--- src/rtl/ilt_pkg.sv ---
// ilt_pkg: types, codes and character class functions for the ini line tokenizer
// no dependencies

package ilt_pkg;

    localparam int CHAR_W   = 8;
    localparam int MARK_W   = 3;
    localparam int STATUS_W = 2;
    localparam int CAUSE_W  = 4;
    localparam int POS_W    = 8;
    localparam int PHASE_W  = 4;

    localparam logic [PHASE_W-1:0] PH_INIT          = 4'd0;
    localparam logic [PHASE_W-1:0] PH_START_SECTION = 4'd1;
    localparam logic [PHASE_W-1:0] PH_SECTION       = 4'd2;
    localparam logic [PHASE_W-1:0] PH_NAME          = 4'd3;
    localparam logic [PHASE_W-1:0] PH_PRE_EQ        = 4'd4;
    localparam logic [PHASE_W-1:0] PH_POST_EQ       = 4'd5;
    localparam logic [PHASE_W-1:0] PH_VALUE         = 4'd6;
    localparam logic [PHASE_W-1:0] PH_END           = 4'd7;
    localparam logic [PHASE_W-1:0] PH_STOPPED       = 4'd8;

    localparam logic [MARK_W-1:0] MK_NONE       = 3'd0;
    localparam logic [MARK_W-1:0] MK_SEC_BEGIN  = 3'd1;
    localparam logic [MARK_W-1:0] MK_SEC_END    = 3'd2;
    localparam logic [MARK_W-1:0] MK_NAME_BEGIN = 3'd3;
    localparam logic [MARK_W-1:0] MK_NAME_END   = 3'd4;
    localparam logic [MARK_W-1:0] MK_VAL_BEGIN  = 3'd5;
    localparam logic [MARK_W-1:0] MK_VAL_END    = 3'd6;
    localparam logic [MARK_W-1:0] MK_VAL_EMPTY  = 3'd7;

    localparam logic [STATUS_W-1:0] ST_OPEN     = 2'd0;
    localparam logic [STATUS_W-1:0] ST_ACCEPTED = 2'd1;
    localparam logic [STATUS_W-1:0] ST_REJECTED = 2'd2;

    localparam logic [CAUSE_W-1:0] ERR_NONE          = 4'd0;
    localparam logic [CAUSE_W-1:0] ERR_LINE_START    = 4'd1;
    localparam logic [CAUSE_W-1:0] ERR_SECTION_START = 4'd2;
    localparam logic [CAUSE_W-1:0] ERR_SECTION_BYTE  = 4'd3;
    localparam logic [CAUSE_W-1:0] ERR_NAME_NEWLINE  = 4'd4;
    localparam logic [CAUSE_W-1:0] ERR_NAME_BYTE     = 4'd5;
    localparam logic [CAUSE_W-1:0] ERR_PRE_NEWLINE   = 4'd6;
    localparam logic [CAUSE_W-1:0] ERR_PRE_BYTE      = 4'd7;
    localparam logic [CAUSE_W-1:0] ERR_POST_BYTE     = 4'd8;
    localparam logic [CAUSE_W-1:0] ERR_VALUE_BYTE    = 4'd9;
    localparam logic [CAUSE_W-1:0] ERR_TRAILING      = 4'd10;

    localparam logic [CHAR_W-1:0] CH_NUL     = 8'h00;
    localparam logic [CHAR_W-1:0] CH_LF      = 8'h0A;
    localparam logic [CHAR_W-1:0] CH_LBRACK  = 8'h5B;
    localparam logic [CHAR_W-1:0] CH_RBRACK  = 8'h5D;
    localparam logic [CHAR_W-1:0] CH_EQUALS  = 8'h3D;
    localparam logic [CHAR_W-1:0] CH_USCORE  = 8'h5F;
    localparam logic [CHAR_W-1:0] CH_HYPHEN  = 8'h2D;

    typedef struct packed {
        logic [POS_W-1:0]    position;
        logic [MARK_W-1:0]   mark;
        logic [STATUS_W-1:0] line_status;
        logic [CAUSE_W-1:0]  error_cause;
        logic                section_found;
        logic                setting_found;
    } t_result;

    function automatic logic is_space(input logic [CHAR_W-1:0] c);
        return (c == 8'h20) || (c >= 8'h09 && c <= 8'h0D);
    endfunction

    function automatic logic is_ident(input logic [CHAR_W-1:0] c);
        return (c >= 8'h30 && c <= 8'h39) || (c >= 8'h41 && c <= 8'h5A) ||
               (c >= 8'h61 && c <= 8'h7A) || (c == CH_USCORE) || (c == CH_HYPHEN);
    endfunction

    function automatic logic is_value(input logic [CHAR_W-1:0] c);
        return (c >= 8'h20) && (c <= 8'h7E);
    endfunction

endpackage

--- src/rtl/ilt_fsm.sv ---
// ilt_fsm: line state registers and the per-byte tokenizer step
// depends on ilt_pkg

module ilt_fsm import ilt_pkg::*; #(
    parameter int LINE_LEN = 256
) (
    input  logic              i_clk,
    input  logic              i_rst_n,
    input  logic              i_step,
    input  logic              i_kind,
    input  logic [CHAR_W-1:0] i_char,
    output t_result           o_result
);

    localparam int IDX_W = $clog2(LINE_LEN);
    localparam logic [IDX_W-1:0] IDX_MAX = IDX_W'(LINE_LEN - 1);

    logic [PHASE_W-1:0] r_phase, n_phase;
    logic [IDX_W-1:0]   r_idx, n_idx;
    logic [CAUSE_W-1:0] r_err, n_err;
    logic               r_sec, n_sec;
    logic               r_name, n_name;
    logic               r_val, n_val;
    logic [MARK_W-1:0]  mark;
    logic               ok;

    always_comb begin
        n_phase = r_phase;
        n_idx   = r_idx;
        n_err   = r_err;
        n_sec   = r_sec;
        n_name  = r_name;
        n_val   = r_val;
        mark    = MK_NONE;
        ok      = 1'b0;

        if (!i_kind) begin
            if (r_phase != PH_STOPPED) begin
                if (i_char == CH_NUL) begin
                    n_phase = PH_STOPPED;
                end else begin
                    case (r_phase)
                        PH_INIT: begin
                            if (i_char == CH_LF) begin
                                n_phase = PH_STOPPED;
                            end else if (is_space(i_char)) begin
                                n_phase = PH_INIT;
                            end else if (i_char == CH_LBRACK) begin
                                n_phase = PH_START_SECTION;
                            end else if (is_ident(i_char)) begin
                                n_phase = PH_NAME;
                                n_name  = 1'b1;
                                mark    = MK_NAME_BEGIN;
                            end else begin
                                n_err   = ERR_LINE_START;
                                n_phase = PH_STOPPED;
                            end
                        end
                        PH_START_SECTION: begin
                            if (is_ident(i_char)) begin
                                n_phase = PH_SECTION;
                                n_sec   = 1'b1;
                                mark    = MK_SEC_BEGIN;
                            end else begin
                                n_err   = ERR_SECTION_START;
                                n_phase = PH_STOPPED;
                            end
                        end
                        PH_SECTION: begin
                            if (i_char == CH_RBRACK) begin
                                n_phase = PH_END;
                                mark    = MK_SEC_END;
                            end else if (!is_ident(i_char)) begin
                                n_err   = ERR_SECTION_BYTE;
                                n_phase = PH_STOPPED;
                            end
                        end
                        PH_NAME: begin
                            if (i_char == CH_LF) begin
                                n_err   = ERR_NAME_NEWLINE;
                                n_phase = PH_STOPPED;
                            end else if (is_space(i_char)) begin
                                n_phase = PH_PRE_EQ;
                                mark    = MK_NAME_END;
                            end else if (i_char == CH_EQUALS) begin
                                n_phase = PH_POST_EQ;
                                mark    = MK_NAME_END;
                            end else if (!is_ident(i_char)) begin
                                n_err   = ERR_NAME_BYTE;
                                n_phase = PH_STOPPED;
                            end
                        end
                        PH_PRE_EQ: begin
                            if (i_char == CH_LF) begin
                                n_err   = ERR_PRE_NEWLINE;
                                n_phase = PH_STOPPED;
                            end else if (is_space(i_char)) begin
                                n_phase = PH_PRE_EQ;
                            end else if (i_char == CH_EQUALS) begin
                                n_phase = PH_POST_EQ;
                            end else begin
                                n_err   = ERR_PRE_BYTE;
                                n_phase = PH_STOPPED;
                            end
                        end
                        PH_POST_EQ: begin
                            if (i_char == CH_LF) begin
                                n_phase = PH_END;
                                n_val   = 1'b1;
                                mark    = MK_VAL_EMPTY;
                            end else if (is_space(i_char)) begin
                                n_phase = PH_POST_EQ;
                            end else if (is_value(i_char)) begin
                                n_phase = PH_VALUE;
                                n_val   = 1'b1;
                                mark    = MK_VAL_BEGIN;
                            end else begin
                                n_err   = ERR_POST_BYTE;
                                n_phase = PH_STOPPED;
                            end
                        end
                        PH_VALUE: begin
                            if (i_char == CH_LF) begin
                                n_phase = PH_END;
                                mark    = MK_VAL_END;
                            end else if (!is_value(i_char)) begin
                                n_err   = ERR_VALUE_BYTE;
                                n_phase = PH_STOPPED;
                            end
                        end
                        PH_END: begin
                            if (!is_space(i_char)) begin
                                n_err   = ERR_TRAILING;
                                n_phase = PH_STOPPED;
                            end
                        end
                        default: begin
                            n_phase = PH_STOPPED;
                        end
                    endcase
                end
            end
            if (r_idx != IDX_MAX) begin
                n_idx = r_idx + 1'b1;
            end
        end

        o_result.position = POS_W'(r_idx);
        o_result.mark     = mark;
        if (i_kind) begin
            ok = (r_err == ERR_NONE);
            o_result.line_status   = ok ? ST_ACCEPTED : ST_REJECTED;
            o_result.error_cause   = r_err;
            o_result.section_found = ok && r_sec;
            o_result.setting_found = ok && r_name && r_val;
        end else begin
            ok = (n_err == ERR_NONE);
            if (!ok) begin
                o_result.line_status = ST_REJECTED;
            end else if (n_phase == PH_STOPPED) begin
                o_result.line_status = ST_ACCEPTED;
            end else begin
                o_result.line_status = ST_OPEN;
            end
            o_result.error_cause   = n_err;
            o_result.section_found = ok && n_sec;
            o_result.setting_found = ok && n_name && n_val;
        end

        // end of line returns to the start-of-line state
        if (i_kind) begin
            n_phase = PH_INIT;
            n_idx   = '0;
            n_err   = ERR_NONE;
            n_sec   = 1'b0;
            n_name  = 1'b0;
            n_val   = 1'b0;
        end
    end

    always_ff @(posedge i_clk) begin
        if (!i_rst_n) begin
            r_phase <= PH_INIT;
            r_idx   <= '0;
            r_err   <= ERR_NONE;
            r_sec   <= 1'b0;
            r_name  <= 1'b0;
            r_val   <= 1'b0;
        end else if (i_step) begin
            r_phase <= n_phase;
            r_idx   <= n_idx;
            r_err   <= n_err;
            r_sec   <= n_sec;
            r_name  <= n_name;
            r_val   <= n_val;
        end
    end

endmodule

--- src/rtl/ini_line_tokenizer.sv ---
// ini_line_tokenizer: top level with input register, tokenizer step and result register
// depends on ilt_pkg and ilt_fsm
// latency: a result passes through the input register and then the result register before it can be taken
// throughput: one item per cycle while the output is not stalled, set by the tokenizer state update
// the result register parts input and output sides so back-pressure does not stall intake early
// reset: synchronous active-low i_rst_n empties both registers and returns to start of line

module ini_line_tokenizer import ilt_pkg::*; #(
    parameter int LINE_LEN = 256
) (
    input  logic        i_clk,
    input  logic        i_rst_n,
    input  logic        i_s_axis_tvalid,
    output logic        o_s_axis_tready,
    input  logic [7:0]  i_s_axis_tdata,   // char_code
    input  logic        i_s_axis_tuser,   // kind
    output logic        o_m_axis_tvalid,
    input  logic        i_m_axis_tready,
    // position[7:0], mark[10:8], line_status[12:11], error_cause[16:13],
    // section_found[17], setting_found[18], zero fill
    output logic [23:0] o_m_axis_tdata
);

    logic              r_in_valid;
    logic              r_in_kind;
    logic [CHAR_W-1:0] r_in_char;
    logic              r_out_valid;
    t_result           r_out;
    t_result           step_result;
    logic              out_free;
    logic              step;

    assign out_free        = !r_out_valid || i_m_axis_tready;
    assign step            = r_in_valid && out_free;
    assign o_s_axis_tready = !r_in_valid || out_free;

    ilt_fsm #(
        .LINE_LEN (LINE_LEN)
    ) u_fsm (
        .i_clk    (i_clk),
        .i_rst_n  (i_rst_n),
        .i_step   (step),
        .i_kind   (r_in_kind),
        .i_char   (r_in_char),
        .o_result (step_result)
    );

    always_ff @(posedge i_clk) begin
        if (!i_rst_n) begin
            r_in_valid <= 1'b0;
        end else if (o_s_axis_tready) begin
            r_in_valid <= i_s_axis_tvalid;
        end
    end

    always_ff @(posedge i_clk) begin
        if (o_s_axis_tready && i_s_axis_tvalid) begin
            r_in_kind <= i_s_axis_tuser;
            r_in_char <= i_s_axis_tdata;
        end
    end

    always_ff @(posedge i_clk) begin
        if (!i_rst_n) begin
            r_out_valid <= 1'b0;
        end else if (out_free) begin
            r_out_valid <= r_in_valid;
        end
    end

    always_ff @(posedge i_clk) begin
        if (step) begin
            r_out <= step_result;
        end
    end

    assign o_m_axis_tvalid = r_out_valid;
    assign o_m_axis_tdata  = {5'b0, r_out.setting_found, r_out.section_found,
                              r_out.error_cause, r_out.line_status, r_out.mark,
                              r_out.position};

endmodule

--- config.mk ---
export PLATFORM = sky130hd
export DESIGN_NAME = ini_line_tokenizer
export DESIGN_NICKNAME = d
export VERILOG_FILES = /design/src/rtl/ilt_pkg.sv /design/src/rtl/ilt_fsm.sv /design/src/rtl/ini_line_tokenizer.sv
export SDC_FILE = /design/constraint.sdc
export NUM_CORES = 1
export LEC_CHECK = 0
export BUFFER_PORTS_ARGS = -buffer_cell sky130_fd_sc_hd__buf_2
export CORE_MARGIN = 10
export CORE_UTILIZATION = 57
export CTS_CLUSTER_SIZE = 10
export DETAILED_ROUTE_END_ITERATION = 10
export GPL_ROUTABILITY_DRIVEN = 0
export PLACE_DENSITY = 0.79
export RECOVER_POWER = 25
export SLEW_MARGIN = 25
export SYNTH_ARGS = -nofsm -noshare
export SYNTH_HDL_FRONTEND = slang
export SYNTH_SLANG_ARGS = --single-unit
--- constraint.sdc ---
create_clock -name i_clk -period 3.54 [get_ports i_clk]
set_input_delay 0.531 -clock i_clk [delete_from_list [all_inputs] [get_ports i_clk]]
set_output_delay 0.531 -clock i_clk [all_outputs]
set_load 0.01 [all_outputs]
# Word level (Yosys, flattened, before mapping)
# Index checks and enable logic that the tools add are counted.
# totals
ff_bits	49
latchBits	0
ram_bits	0
romBits	0
inputBits	13
out_inout_bits	26
wordCells	166
memories	0
# op_classes
add_sub_neg	1
mul	0
div_mod_pow	0
magnitude_cmp	10
eq_ne	17
n_shift	0
n_mux	92
n_bitwise	1
reduce_logical	29
# op_table
op	count
4-bit 2-to-1 mux	47
4-bit case mux with 8 select lines	2
3-bit 2-to-1 mux	10
1-bit 2-to-1 mux	25
8-bit by 6-bit == test with 1-bit output, second input constant	3
8-bit by 7-bit == test with 1-bit output, second input constant	3
8-bit by 7-bit less-or-equal comparator with 1-bit output, second input constant	3
8-bit 2-to-1 mux	3
3-bit case mux with 6 select lines	1
4-bit by 3-bit == test with 1-bit output, second input constant	4
8-bit by 6-bit greater-or-equal comparator with 1-bit output, second input constant	2
8-bit by 7-bit greater-or-equal comparator with 1-bit output, second input constant	2
1-bit logical AND	13
4-bit logical NOT	3
8-bit by 1-bit adder with 8-bit output, second input constant	1
4-bit by 2-bit == test with 1-bit output, second input constant	2
8-bit by 4-bit == test with 1-bit output, second input constant	1
8-bit by 4-bit greater-or-equal comparator with 1-bit output, second input constant	1
8-bit by 4-bit less-or-equal comparator with 1-bit output, second input constant	1
8-bit by 6-bit less-or-equal comparator with 1-bit output, second input constant	1
8-bit logical NOT	1
2-bit 2-to-1 mux	4
8-bit inequality test, second input constant	1
1-bit logical OR	7
other kinds (8)	9

# Depth between registers and ports, before layout
# Gate-level depths: netlist of the first run.
# logic_depth
depth_word	18
mapped_depth	11
mapped_depth_nobuf	9

# Modules after synthesis
# From an unflattened synthesis of the first run, not the netlist that was laid out.
# unflattened
hier_cells	313
area_unflattened_um2	2849.0
# by_module_without_submodules
module	n_inst	cells_each	area_per_inst_um2	seq_area_each_um2
ilt_fsm	1	270	1863.0	380.4
ini_line_tokenizer	1	43	985.9	880.8

# Least setup slack after synthesis of the first run
# Ideal clock, no wire load.
# synth_path
path_kind	reg2reg
start	reg r_in_char[4]
end	reg r_out (netlist bit o_m_axis_tdata[12]), data pin
setup_time_ns	0.283
arrival_time_ns	2.976
required_ns	3.257
path_slack_ns	0.281
path_stages_with_launch	10
path_buffers	1
synth_period_minus_slack_ns	3.259
cell_sequence	edfxtp_1 -> or4_4 -> or4_4 -> buf_6 -> nand3_2 -> o21ai_2 -> a31o_1 -> a211o_1 -> o22a_1 -> or4b_4
# synth_lines
element	line_no	text
start, declared	ini_line_tokenizer.sv:26	logic [CHAR_W-1:0] r_in_char;
start signal, assigned	ini_line_tokenizer.sv:59	r_in_char <= i_s_axis_tdata;
end signal, assigned	ini_line_tokenizer.sv:73	r_out <= step_result;
end, declared	ini_line_tokenizer.sv:28	t_result r_out;

==> results of run 1 <==
==> cells in the final DEF, fill, tap and decap left out, types with 4 or more instances in the layout <==
| cell type | Yosys | routed |
|---|---|---|
| sky130_fd_sc_hd__a22oi_1 | 5 | 5 |
| sky130_fd_sc_hd__conb_1 | 1 | 5 |
| sky130_fd_sc_hd__dfxtp_1 | 21 | 21 |
| sky130_fd_sc_hd__or3_1 | 5 | 5 |
| sky130_fd_sc_hd__nand3_1 | 11 | 11 |
| sky130_fd_sc_hd__nor2_1 | 39 | 39 |
| sky130_fd_sc_hd__inv_1 | 12 | 12 |
| sky130_fd_sc_hd__o21ai_0 | 18 | 18 |
| sky130_fd_sc_hd__o22ai_1 | 5 | 5 |
| sky130_fd_sc_hd__nand2_1 | 28 | 28 |
| sky130_fd_sc_hd__and2_1 | 5 | 4 |
| sky130_fd_sc_hd__buf_4 | 6 | 12 |
| sky130_fd_sc_hd__buf_2 | 1 | 33 |
| sky130_fd_sc_hd__a21oi_1 | 18 | 18 |
| sky130_fd_sc_hd__nand4_1 | 4 | 4 |
| sky130_fd_sc_hd__nor3_1 | 7 | 7 |
| sky130_fd_sc_hd__clkbuf_8 | 0 | 5 |
| sky130_fd_sc_hd__a31oi_1 | 5 | 5 |
| sky130_fd_sc_hd__edfxtp_1 | 28 | 28 |
| sky130_fd_sc_hd__nor2b_1 | 9 | 9 |
==> layout make-up <==
type | instances | area, sq um | area share [%]
Sequential cell | 49 | 1260 | 40.1
Clock buffer | 6 | 93.8 | 2.98
Multi-Input combinational cell | 235 | 1390 | 44.2
Clock inverter | 2 | 13.8 | 0.437
Tap cell | 67 | 83.8 | 2.66
Timing Repair Buffer | 45 | 255 | 8.11
Inverter | 13 | 48.8 | 1.55
==> cells by family (layout without fill, tap and decap cells) <==
kind of cell	count (synthesis)	after routing	share of synthesized area, %
adders and majority gates	1	1	0.445
other	1	5	0.133
DFF	49	49	44.9
xor gates and xnor gates	6	6	1.87
buffers and inverters	36	66	6.19
AOI/OAI and AO/OA	93	93	22.8
and+or+nand+nor	130	130	23.7
==> power groups by stage <==
stage / combinational (mW) / sequential [mW] / clock [mW]
3_3_place_gp: 0.146 / 0.650 / 0
6_report: 0.153 / 0.638 / 0.377
2_1_floorplan: 0.100 / 0.654 / 0
5_1_grt: 0.167 / 0.641 / 0.405
4_1_cts: 0.149 / 0.638 / 0.379
3_5_place_dp: 0.148 / 0.650 / 0
==> through the flow <==
step	area (sq um)	worst slack [ns]	hold WS, ns	util [%]	instances
2_1_floorplan	2830	0.281	0.450	-	320
3_3_place_gp	3040	0.330	0.472	63.9	409
3_5_place_dp	3040	0.219	0.478	63.9	409
4_1_cts	3150	0.175	0.393	66.2	417
5_1_grt	3150	0.0163	0.382	66.2	417
6_report	3150	0.137	0.398	66.2	417
==> metal layers <==
| layer | wire length (um) | up-vias | GRT usage (%) |
|---|---|---|---|
| met4 | 317 | 0 | 8.36 |
| met5 | 0 | - | 0 |
| li1 | - | 1226 | - |
| met2 | 2990 | 202 | 24.6 |
| met1 | 2780 | 1209 | 21.1 |
| met3 | 813 | 51 | 4.49 |
==> state kept, by name, indices dropped and copies added, names as in the netlist, 4 cells and up <==
name / flops
r_in_char: 8
u_fsm.r_phase: 4
o_m_axis_tdata: 19
u_fsm.r_err: 4
u_fsm.r_idx: 8
==> cells in the mapped netlist, drive strengths merged, types with 3 or more instances <==
library cell   n  area, sq um
a22oi          5         37.5
and2           5         31.3
nand3         13         75.1
nor4           3         18.8
a211o          3         26.3
dfxtp         21          420
inv           12         45.0
buf           10         76.3
a21o           3         22.5
xnor2          3         26.3
xor2           3         26.3
or2            3         18.8
nor2b          9         56.3
clkbuf        13         48.8
nor2          39          146
o22ai          5         31.3
a21oi         19         98.9
or3            5         31.3
nand2         28          105
o21ai         20          108
edfxtp        28          841
or4            5         45.0
a31oi          5         31.3
nor3           7         35.0
nand4          4         25.0
==> final timing paths <==
check	from	to	slack, ns
worst min-delay path	i_s_axis_tdata[5]	r_in_char[5]	0.40
worst min register to register	u_fsm.r_idx[7]	o_m_axis_tdata[7]	0.50
worst max-delay path	r_in_char[6]	o_m_axis_tdata[18]	0.14
worst max register to register	r_in_char[6]	o_m_axis_tdata[18]	0.14
==> reports/summary.log, run 1 <==
[detailed_routing] number of iterations in the first detailed-routing pass 6
[clock_network] clock root buffer sky130_fd_sc_hd__clkbuf_8
[clock_network] hold buffer count at cts 0
[timing] maximum clock skew at final layout 0.00531 ns
[final_layout] layout filler cell count 400
[worst_hold_path] hold path depth 1
[floorplan] floorplan core area 4750 sq um
[critical_path] worst path bufs/invs 1
[clock_network] clock-pin transition on the worst setup and hold timing paths 0.09 ns
[critical_path] cell class contributing the biggest share of worst-path delay simple AND/OR/NAND/NOR gates
[placed_design] post-DP HPWL 5030 um
[timing] Final Slew Violations 0
[floorplan] number of primary I/O pins 39
[yosys] instance count of the mapped netlist 316
[detailed_routing] First DRT Iteration DRCs 565
[critical_path] maximum fanout along the worst path 10
[yosys] Seq/Total Area, Yosys 44.9%
[pwr] fraction of power consumed by sequential logic 54.6%
[critical_path] category of the worst setup path capture point flop
[timing] Hold Fails Final Rpt 0
[final_layout] Area Growth Syn to Fin 12.0%
[timing] Total Neg Setup Slack 0 ns
[floorplan] Row Count 25
[pwr] static leakage power 1.18 nW
[timing] RSZ-0062 raised after global routing no
[detailed_routing] wire length per cell 16.6 um
[pwr] worst vdd rail ir drop 0.306 mV
[timing] maximum achievable frequency 294 MHz
[yosys] Top FF cell, synth sky130_fd_sc_hd__edfxtp_1
[clock_network] CTS Sinks 49
[flow_run] Max-Cap Viols 0
[grt] number of global-route vias before repair 2442
[timing] number of endpoints failing setup at the final stage 0
[pwr] Pwr Density 371 nW/um^2
[timing] shortest clock period the worst path allows after layout 3.40 ns
[critical_path] most frequent cell on the critical path sky130_fd_sc_hd__a2bb2oi_1
[pwr] part of the power in the clock network 32.3%
[critical_path] Req. time, crit path 3.70 ns
[grt] wire length of the first global-routing pass 11400 um
[critical_path] logic depth of the worst setup path including buffers 10
[pwr] switching part of the total 26.0%
[clock_network] CTS buffer count 5
[run_status] status complete, no violations
[critical_path] Worst R2R Path Depth 10
[critical_path] Worst path max stage delay 0.62 ns
[yosys] Post-Synthesis Cell Area 2810 sq um
[pwr] total internal power 0.864 mW
[critical_path] cell-by-cell listing of the critical path buf_4 > or2_2 > or4_1 > a31oi_1 > o22a_1 > o32ai_1 > a2bb2oi_1 > a2bb2oi_1 > or4b_4 > o21ai_2
[detailed_routing] DRC errors left 0
[critical_path] library cell contributing the largest single delay on the critical path sky130_fd_sc_hd__or4_1
[detailed_routing] vias per inst 6.45
[grt] global routing usage summed across all routing layers 16.4%
[timing] Period Utilization, post-route 96.1%
[clock_network] TritonCTS clock tree built
[pwr] combinational cell fraction of total power 13.1%
[final_layout] Diodes inserted 0
[detailed_routing] wire length after detailed routing 6900 um
[yosys] EDFF count, synth 28
[floorplan] die extent in y 90.2 um
[detailed_routing] via count of the routed design 2688
[grt] pin count of the biggest net entering global routing 25
[worst_hold_path] Hold WC Path Type in2reg
[grt] antenna violations before repair 0
[clock_network] insertion delay to the later sink of the worst-skew pair 0.30 ns
[floorplan] Die Width 90.2 um
[clock_network] post-CTS setup buffer count 0
[yosys] number of distinct library cells after synthesis 63
[grt] grt total ovfl 0
[final_layout] net total in the final layout 363
[timing] slew of the pin with the lowest slew margin 0.733 ns
[yosys] Post-Synthesis Mean Instance Area 8.89 sq um
[critical_path] signal arrival time at the worst endpoint 3.57 ns
[pwr] Tot Pwr 1.17 mW
[clock_network] number of instances resized during post-cts repair 0
[floorplan] Starting Density 59.1%
[yosys] Synth Warn # 0
[floorplan] die area 8140 sq um
[clock_network] count of H-tree levels built during CTS 2
[clock_network] Clock Tree Buf Depth 2
[yosys] number of synthesized register bits 49
[placed_design] Port Buf Inserts 33
[yosys] fraction of registers with async set or reset after synthesis 0%
[detailed_routing] remaining number of nets flagged by the antenna check after routing 0
[pwr] switching power 0.303 mW
[critical_path] category of the most critical setup path reg2reg
[critical_path] startpoint kind of the worst setup timing path flop
[timing] Max-slew headroom 50.7%
[final_layout] share of cells above drive strength 1 18.9%
Note: power is estimated with default switching activity, not from simulation.
==> run 2: changes to the inputs <==
CELL_PAD_IN_SITES_DETAIL_PLACEMENT = 1   (was not set)
CELL_PAD_IN_SITES_GLOBAL_PLACEMENT = 2   (was not set)
CORE_UTILIZATION = 35   (was 57)
PLACE_DENSITY = not set   (was 0.79)
PLACE_DENSITY_LB_ADDON = 0.1   (was not set)
==> run 2 against run 1 <==
Net effect:
- routed wire length is 19% higher
- global-route usage is 1.9 points lower
- clock power is 5% lower
- sequential share of layout area is 0.96 points lower
- critical endpoint unchanged
- sequential power hardly changed
- cell area is 2.5% higher
- setup slack better by 0.014 ns
- largest power group unchanged
- total power is 0.54% lower
==> reports/summary.log, run 2 (synthesis results as in run 1) <==
[floorplan] Starting Density 36.2% [was 59.1%]
[placed_design] post-DP HPWL 6250 um [was 5030 um]
[worst_hold_path] hold path depth 1 [unchanged]
[grt] antenna violations before repair 0 [unchanged]
[critical_path] startpoint kind of the worst setup timing path flop [unchanged]
[final_layout] share of cells above drive strength 1 20.0% [was 18.9%]
[detailed_routing] First DRT Iteration DRCs 122 [was 565]
[pwr] switching power 0.329 mW [was 0.303 mW]
[clock_network] post-CTS setup buffer count 0 [unchanged]
[clock_network] CTS buffer count 5 [unchanged]
[clock_network] insertion delay to the later sink of the worst-skew pair 0.30 ns [about the same]
[floorplan] Row Count 32 [was 25]
[floorplan] number of primary I/O pins 39 [unchanged]
[floorplan] die extent in y 110 um [was 90.2 um]
[detailed_routing] vias per inst 5.60 [was 6.45]
[detailed_routing] wire length after detailed routing 8240 um [was 6900 um]
[timing] maximum clock skew at final layout 0.00785 ns [was 0.00531 ns]
[grt] global routing usage summed across all routing layers 14.5% [was 16.4%]
[critical_path] category of the most critical setup path reg2reg [unchanged]
[timing] Max-slew headroom 50.8% [was 50.7%]
[pwr] fraction of power consumed by sequential logic 55.0% [was 54.6%]
[clock_network] clock-pin transition on the worst setup and hold timing paths 0.10 ns [was 0.09 ns]
[clock_network] count of H-tree levels built during CTS 2 [unchanged]
[critical_path] category of the worst setup path capture point flop [unchanged]
[timing] maximum achievable frequency 295 MHz [was 294 MHz]
[pwr] static leakage power 1.18 nW [about the same]
[final_layout] most common cell after layout, fill and taps aside sky130_fd_sc_hd__nor2_1 [unchanged]
[grt] wire length of the first global-routing pass 14000 um [was 11400 um]
[pwr] Pwr Density 360 nW/um^2 [was 371 nW/um^2]
[worst_hold_path] Hold WC Path Type in2reg [unchanged]
[critical_path] signal arrival time at the worst endpoint 3.56 ns [was 3.57 ns]
[timing] RSZ-0062 raised after global routing no [unchanged]
[clock_network] Clock Tree Buf Depth 2 [unchanged]
[timing] Total Neg Setup Slack 0 ns [unchanged]
[pwr] combinational cell fraction of total power 14.0% [was 13.1%]
[floorplan] Die Width 110 um [was 90.2 um]
[grt] grt total ovfl 0 [unchanged]
[pwr] worst vdd rail ir drop 0.157 mV [was 0.306 mV]
[flow_run] Max-Cap Viols 0 [unchanged]
[critical_path] Req. time, crit path 3.71 ns [was 3.70 ns]
[final_layout] Diodes inserted 0 [unchanged]
[final_layout] net total in the final layout 368 [was 363]
[timing] Final Slew Violations 0 [unchanged]
[detailed_routing] DRC errors left 0 [unchanged]
[grt] number of global-route vias before repair 2693 [was 2442]
[timing] Period Utilization, post-route 95.7% [was 96.1%]
[grt] pin count of the biggest net entering global routing 26 [was 25]
[final_layout] Area Growth Syn to Fin 14.7% [was 12.0%]
[run_status] status complete, no violations [unchanged]
[detailed_routing] number of iterations in the first detailed-routing pass 4 [was 6]
[timing] shortest clock period the worst path allows after layout 3.39 ns [was 3.40 ns]
[placed_design] Port Buf Inserts 33 [unchanged]
[clock_network] CTS Sinks 49 [unchanged]
[critical_path] maximum fanout along the worst path 8 [was 10]
[timing] slew of the pin with the lowest slew margin 0.732 ns [was 0.733 ns]
[pwr] total internal power 0.832 mW [was 0.864 mW]
[pwr] switching part of the total 28.3% [was 26.0%]
[floorplan] die area 12000 sq um [was 8140 sq um]
[placed_design] Placed Instance Area 3120 sq um [was 3040 sq um]
[final_layout] cell area after layout 3220 sq um [was 3150 sq um]
[clock_network] clock root buffer sky130_fd_sc_hd__clkbuf_8 [unchanged]
[timing] number of endpoints failing setup at the final stage 0 [unchanged]
[pwr] part of the power in the clock network 31.0% [was 32.3%]
[clock_network] hold buffer count at cts 0 [unchanged]
[detailed_routing] via count of the routed design 2557 [was 2688]
[floorplan] floorplan core area 7770 sq um [was 4750 sq um]
[detailed_routing] remaining number of nets flagged by the antenna check after routing 0 [unchanged]
[detailed_routing] wire length per cell 18.0 um [was 16.6 um]
[clock_network] TritonCTS clock tree built [unchanged]
[timing] Hold Fails Final Rpt 0 [unchanged]
[pwr] Tot Pwr 1.16 mW [was 1.17 mW]
[final_layout] flip-flop count of the largest register after layout 19 [unchanged]
[critical_path] Worst R2R Path Depth 9 [was 10]
[clock_network] number of instances resized during post-cts repair 0 [unchanged]
[final_layout] leading cell types in the layout, fill and taps excluded sky130_fd_sc_hd__nor2_1, sky130_fd_sc_hd__buf_2, sky130_fd_sc_hd__edfxtp_1, sky130_fd_sc_hd__nand2_1, sky130_fd_sc_hd__dfxtp_1 [was sky130_fd_sc_hd__nor2_1, sky130_fd_sc_hd__buf_2, sky130_fd_sc_hd__nand2_1, sky130_fd_sc_hd__edfxtp_1, sky130_fd_sc_hd__dfxtp_1]
==> run 2: area by class of cell <==
class | instances | area (sq um)
Fill cell | 952 | 4540
Timing Repair Buffer | 50 | 290
Tap cell | 102 | 128
Inverter | 13 | 48.8
Multi-Input combinational cell | 235 | 1400
Sequential cell | 49 | 1260
Clock buffer | 5 | 68.8
Clock inverter | 3 | 28.8
==> run 2: path summary, 6_finish.rpt <==
path,startpoint,slack [ns],to
max,r_in_char[4],0.15,o_m_axis_tdata[18]
min,i_s_axis_tdata[6],0.40,r_in_char[6]
max reg2reg,r_in_char[4],0.15,o_m_axis_tdata[18]
min reg2reg,u_fsm.r_idx[7],0.51,o_m_axis_tdata[7]
==> run 2: layer usage <==
metal  GRT usage [%]  vias to the layer above  share of wire (%)
met3            2.57                       14                3.9
met5               0                        -                  0
li1                -                     1240                  -
met4            3.90                        0                2.2
met1            19.3                     1241                 46
met2            23.5                       62                 48
==> run 2: power groups by stage <==
stage	clock network (mW)	logic (mW)	registers [mW]
final	0.360	0.162	0.639
after CTS	0.369	0.163	0.639
after global placement	0	0.162	0.651
after floorplan	0	0.100	0.654
after detailed placement	0	0.162	0.652
after global routing	0.399	0.180	0.643
==> run 2: worst max-delay path: stages (launching register included) <==
cell and delay (ns):
sky130_fd_sc_hd__edfxtp_1 0.46, sky130_fd_sc_hd__or4_4 0.58, sky130_fd_sc_hd__or4_4 0.56, sky130_fd_sc_hd__nand3_2 0.13
sky130_fd_sc_hd__o21ai_2 0.07, sky130_fd_sc_hd__a31o_1 0.22, sky130_fd_sc_hd__a211o_1 0.31, sky130_fd_sc_hd__o22a_1 0.22
sky130_fd_sc_hd__or4b_4 0.56, sky130_fd_sc_hd__o21ai_2 0.15
==> run 2: stage by stage <==
stage	hold slack (ns)	setup slack (ns)	util, %	std cells
after floorplan	0.450	0.281	-	320
after global placement	0.475	0.200	40.2	449
after detailed placement	0.482	0.119	40.2	449
after CTS	0.391	0.0868	41.4	457
after global routing	0.377	0.0307	41.5	457
final	0.397	0.151	41.5	457
==> run 3: changes to the inputs <==
MAX_ROUTING_LAYER = met4   (was not set)
TNS_END_PERCENT = 100   (was not set)
==> run 3 against run 2 <==
Net effect:
- clock power hardly changed
- setup slack worse by 0.0042 ns
- non-clock buffer count stayed put
- clock skew is 0.0027 ns higher
- maximum frequency is 0.12% lower
- highest routed layer unchanged
- largest cell class unchanged
- die area stayed put
- clock-buffer cell count stayed put
- critical path depth stayed put
- global-route usage is 0.47 points higher
- routed wire length is 0.44% higher
==> reports/summary.log, run 3 (synthesis results as in run 1) <==
[run_status] status complete, no violations [unchanged]
[clock_network] clock root buffer sky130_fd_sc_hd__clkbuf_8 [unchanged]
[floorplan] Die Width 110 um [unchanged]
[timing] Total Neg Setup Slack 0 ns [unchanged]
[detailed_routing] DRC errors left 0 [unchanged]
[timing] RSZ-0062 raised after global routing no [unchanged]
[timing] slew of the pin with the lowest slew margin 0.743 ns [was 0.732 ns]
[grt] antenna violations before repair 0 [unchanged]
[critical_path] endpoint of the most critical register-to-register path o_m_axis_tdata[18] [unchanged]
[critical_path] maximum fanout along the worst path 8 [unchanged]
[clock_network] TritonCTS clock tree built [unchanged]
[detailed_routing] wire length after detailed routing 8280 um [was 8240 um]
[timing] Hold Fails Final Rpt 0 [unchanged]
[detailed_routing] wire length per cell 18.1 um [was 18.0 um]
[critical_path] slack of the worst reg-to-reg path 0.15 ns [about the same]
[grt] wire length of the first global-routing pass 14000 um [about the same]
[floorplan] Starting Density 36.2% [unchanged]
[final_layout] leading cell types in the layout, fill and taps excluded sky130_fd_sc_hd__nor2_1, sky130_fd_sc_hd__buf_2, sky130_fd_sc_hd__edfxtp_1, sky130_fd_sc_hd__nand2_1, sky130_fd_sc_hd__dfxtp_1 [unchanged]
[critical_path] cell-by-cell listing of the critical path or4_4 > or4_4 > nand3_2 > o21ai_2 > a31o_1 > a211o_1 > o22a_1 > or4b_4 > o21ai_2 [unchanged]
[pwr] combinational cell fraction of total power 14.0% [about the same]
[critical_path] Worst path max stage delay 0.58 ns [about the same]
[critical_path] Req. time, crit path 3.71 ns [about the same]
[final_layout] Area Growth Syn to Fin 14.7% [unchanged]
[placed_design] Post-Place Setup Slack 0.119 ns [unchanged]
[grt] global routing usage summed across all routing layers 14.9% [was 14.5%]
[critical_path] reg2reg start r_in_char[4] [unchanged]
[pwr] switching part of the total 28.5% [was 28.3%]
[critical_path] Worst R2R Path Depth 9 [unchanged]
[final_layout] share of cells above drive strength 1 20.0% [unchanged]
[timing] Period Utilization, post-route 95.8% [was 95.7%]
[critical_path] capture point of the worst path o_m_axis_tdata[18] [unchanged]
[final_layout] Diodes inserted 0 [unchanged]
[clock_network] clock-pin transition on the worst setup and hold timing paths 0.11 ns [was 0.10 ns]
[critical_path] Critical path origin r_in_char[4] [unchanged]
[detailed_routing] via count of the routed design 2595 [was 2557]
[clock_network] CTS buffer count 5 [unchanged]
[clock_network] Clock Tree Buf Depth 2 [unchanged]
[floorplan] die area 12000 sq um [unchanged]
[floorplan] number of primary I/O pins 39 [unchanged]
[floorplan] Row Count 32 [unchanged]
[critical_path] signal arrival time at the worst endpoint 3.57 ns [was 3.56 ns]
[final_layout] most common cell after layout, fill and taps aside sky130_fd_sc_hd__nor2_1 [unchanged]
[final_layout] flip-flop count of the largest register after layout 19 [unchanged]
[timing] Final Slew Violations 0 [unchanged]
[critical_path] category of the most critical setup path reg2reg [unchanged]
[timing] final worst setup slack 0.147 ns [was 0.151 ns]
[timing] maximum clock skew at final layout 0.0106 ns [was 0.00785 ns]
[grt] number of global-route vias before repair 2683 [was 2693]
[critical_path] category of the worst setup path capture point flop [unchanged]
[pwr] part of the power in the clock network 31.1% [was 31.0%]
[floorplan] floorplan core area 7770 sq um [unchanged]
[final_layout] net total in the final layout 368 [unchanged]
[worst_hold_path] Hold WC Path Type in2reg [unchanged]
[pwr] static leakage power 1.18 nW [unchanged]
[detailed_routing] vias per inst 5.68 [was 5.60]
[pwr] fraction of power consumed by sequential logic 54.9% [was 55.0%]
[floorplan] die extent in y 110 um [unchanged]
[clock_network] count of H-tree levels built during CTS 2 [unchanged]
[clock_network] CTS Sinks 49 [unchanged]
[timing] maximum achievable frequency 295 MHz [about the same]
[pwr] switching power 0.331 mW [was 0.329 mW]
[detailed_routing] First DRT Iteration DRCs 129 [was 122]
[grt] pin count of the biggest net entering global routing 26 [unchanged]
[placed_design] Port Buf Inserts 33 [unchanged]
[timing] Max-slew headroom 50.1% [was 50.8%]
[clock_network] post-CTS setup buffer count 0 [unchanged]
[detailed_routing] remaining number of nets flagged by the antenna check after routing 0 [unchanged]
[pwr] Pwr Density 361 nW/um^2 [was 360 nW/um^2]
[critical_path] startpoint kind of the worst setup timing path flop [unchanged]
[timing] number of endpoints failing setup at the final stage 0 [unchanged]
[pwr] worst vdd rail ir drop 0.158 mV [was 0.157 mV]
[clock_network] insertion delay to the later sink of the worst-skew pair 0.31 ns [was 0.30 ns]
[flow_run] Max-Cap Viols 0 [unchanged]
[placed_design] post-DP HPWL 6250 um [unchanged]
[timing] shortest clock period the worst path allows after layout 3.39 ns [about the same]
[critical_path] library cell contributing the largest single delay on the critical path sky130_fd_sc_hd__or4_4 [unchanged]
[detailed_routing] number of iterations in the first detailed-routing pass 4 [unchanged]
[pwr] total internal power 0.832 mW [about the same]
[grt] grt total ovfl 0 [unchanged]
==> run 3: through the flow <==
stage / hold slack, ns / total power [mW] / area (sq um) / cells / utilization (%)
finish: 0.397 / 1.16 / 3220 / 457 / 41.5
global route: 0.377 / 1.22 / 3220 / 457 / 41.5
CTS: 0.391 / 1.17 / 3220 / 457 / 41.4
detailed placement: 0.482 / 0.814 / 3120 / 449 / 40.2
global placement: 0.475 / 0.813 / 3120 / 449 / 40.2
floorplan: 0.450 / 0.754 / 2830 / 320 / -
==> run 3: cell type report <==
class                   count  area (sq um)
repair buffers             50           290
well taps                 102           128
flip-flops and latches     49          1260
clock inverters             3          28.8
multi-input cells         235          1400
fillers                   952          4540
inverters                  13          48.8
clock buffers               5          68.8
==> run 3: layer usage <==
layer / vias up / share of wire [%] / global-route usage, %
met5: - / 0 / -
met1: 1260 / 46 / 19.6
met3: 10 / 4.1 / 2.28
met4: 0 / 1.6 / 3.90
li1: 1237 / - / -
met2: 88 / 48 / 23.4
==> run 3: how the worst min path moves through the flow <==
| stage | endpoint | start | cells after the start |
|---|---|---|---|
| floorplan | o_m_axis_tdata[6] | u_fsm.r_idx[6] | 0 |
| global placement | o_m_axis_tdata[7] | u_fsm.r_idx[7] | 0 |
| detailed placement | o_m_axis_tdata[7] | u_fsm.r_idx[7] | 0 |
| CTS | r_in_char[6] | i_s_axis_tdata[6] | 1 |
| global route | r_in_char[4] | i_s_axis_tdata[4] | 1 |
| finish | r_in_char[6] | i_s_axis_tdata[6] | 1 |
==> run 3: power by group through the flow <==
stage	clock (mW)	combinational, mW	sequential [mW]
floorplan	0	0.100	0.654
global placement	0	0.162	0.651
detailed placement	0	0.162	0.652
CTS	0.369	0.163	0.639
global route	0.399	0.181	0.643
finish	0.361	0.163	0.639
==> run 3: critical path: cells and delay by family (launching register included) <==
kind / cells / cell delay (ns)
flip-flops: 1 / 0.46
AND/OR/NAND/NOR: 4 / 1.84
AO/OA/AOI/OAI: 5 / 0.97
==> run 3: what timing repair did <==
action | in CTS | in global routing
setup endpoints to repair | 0 | 2
gates resized for setup | 0 | 2
hold buffers | 0 | 0
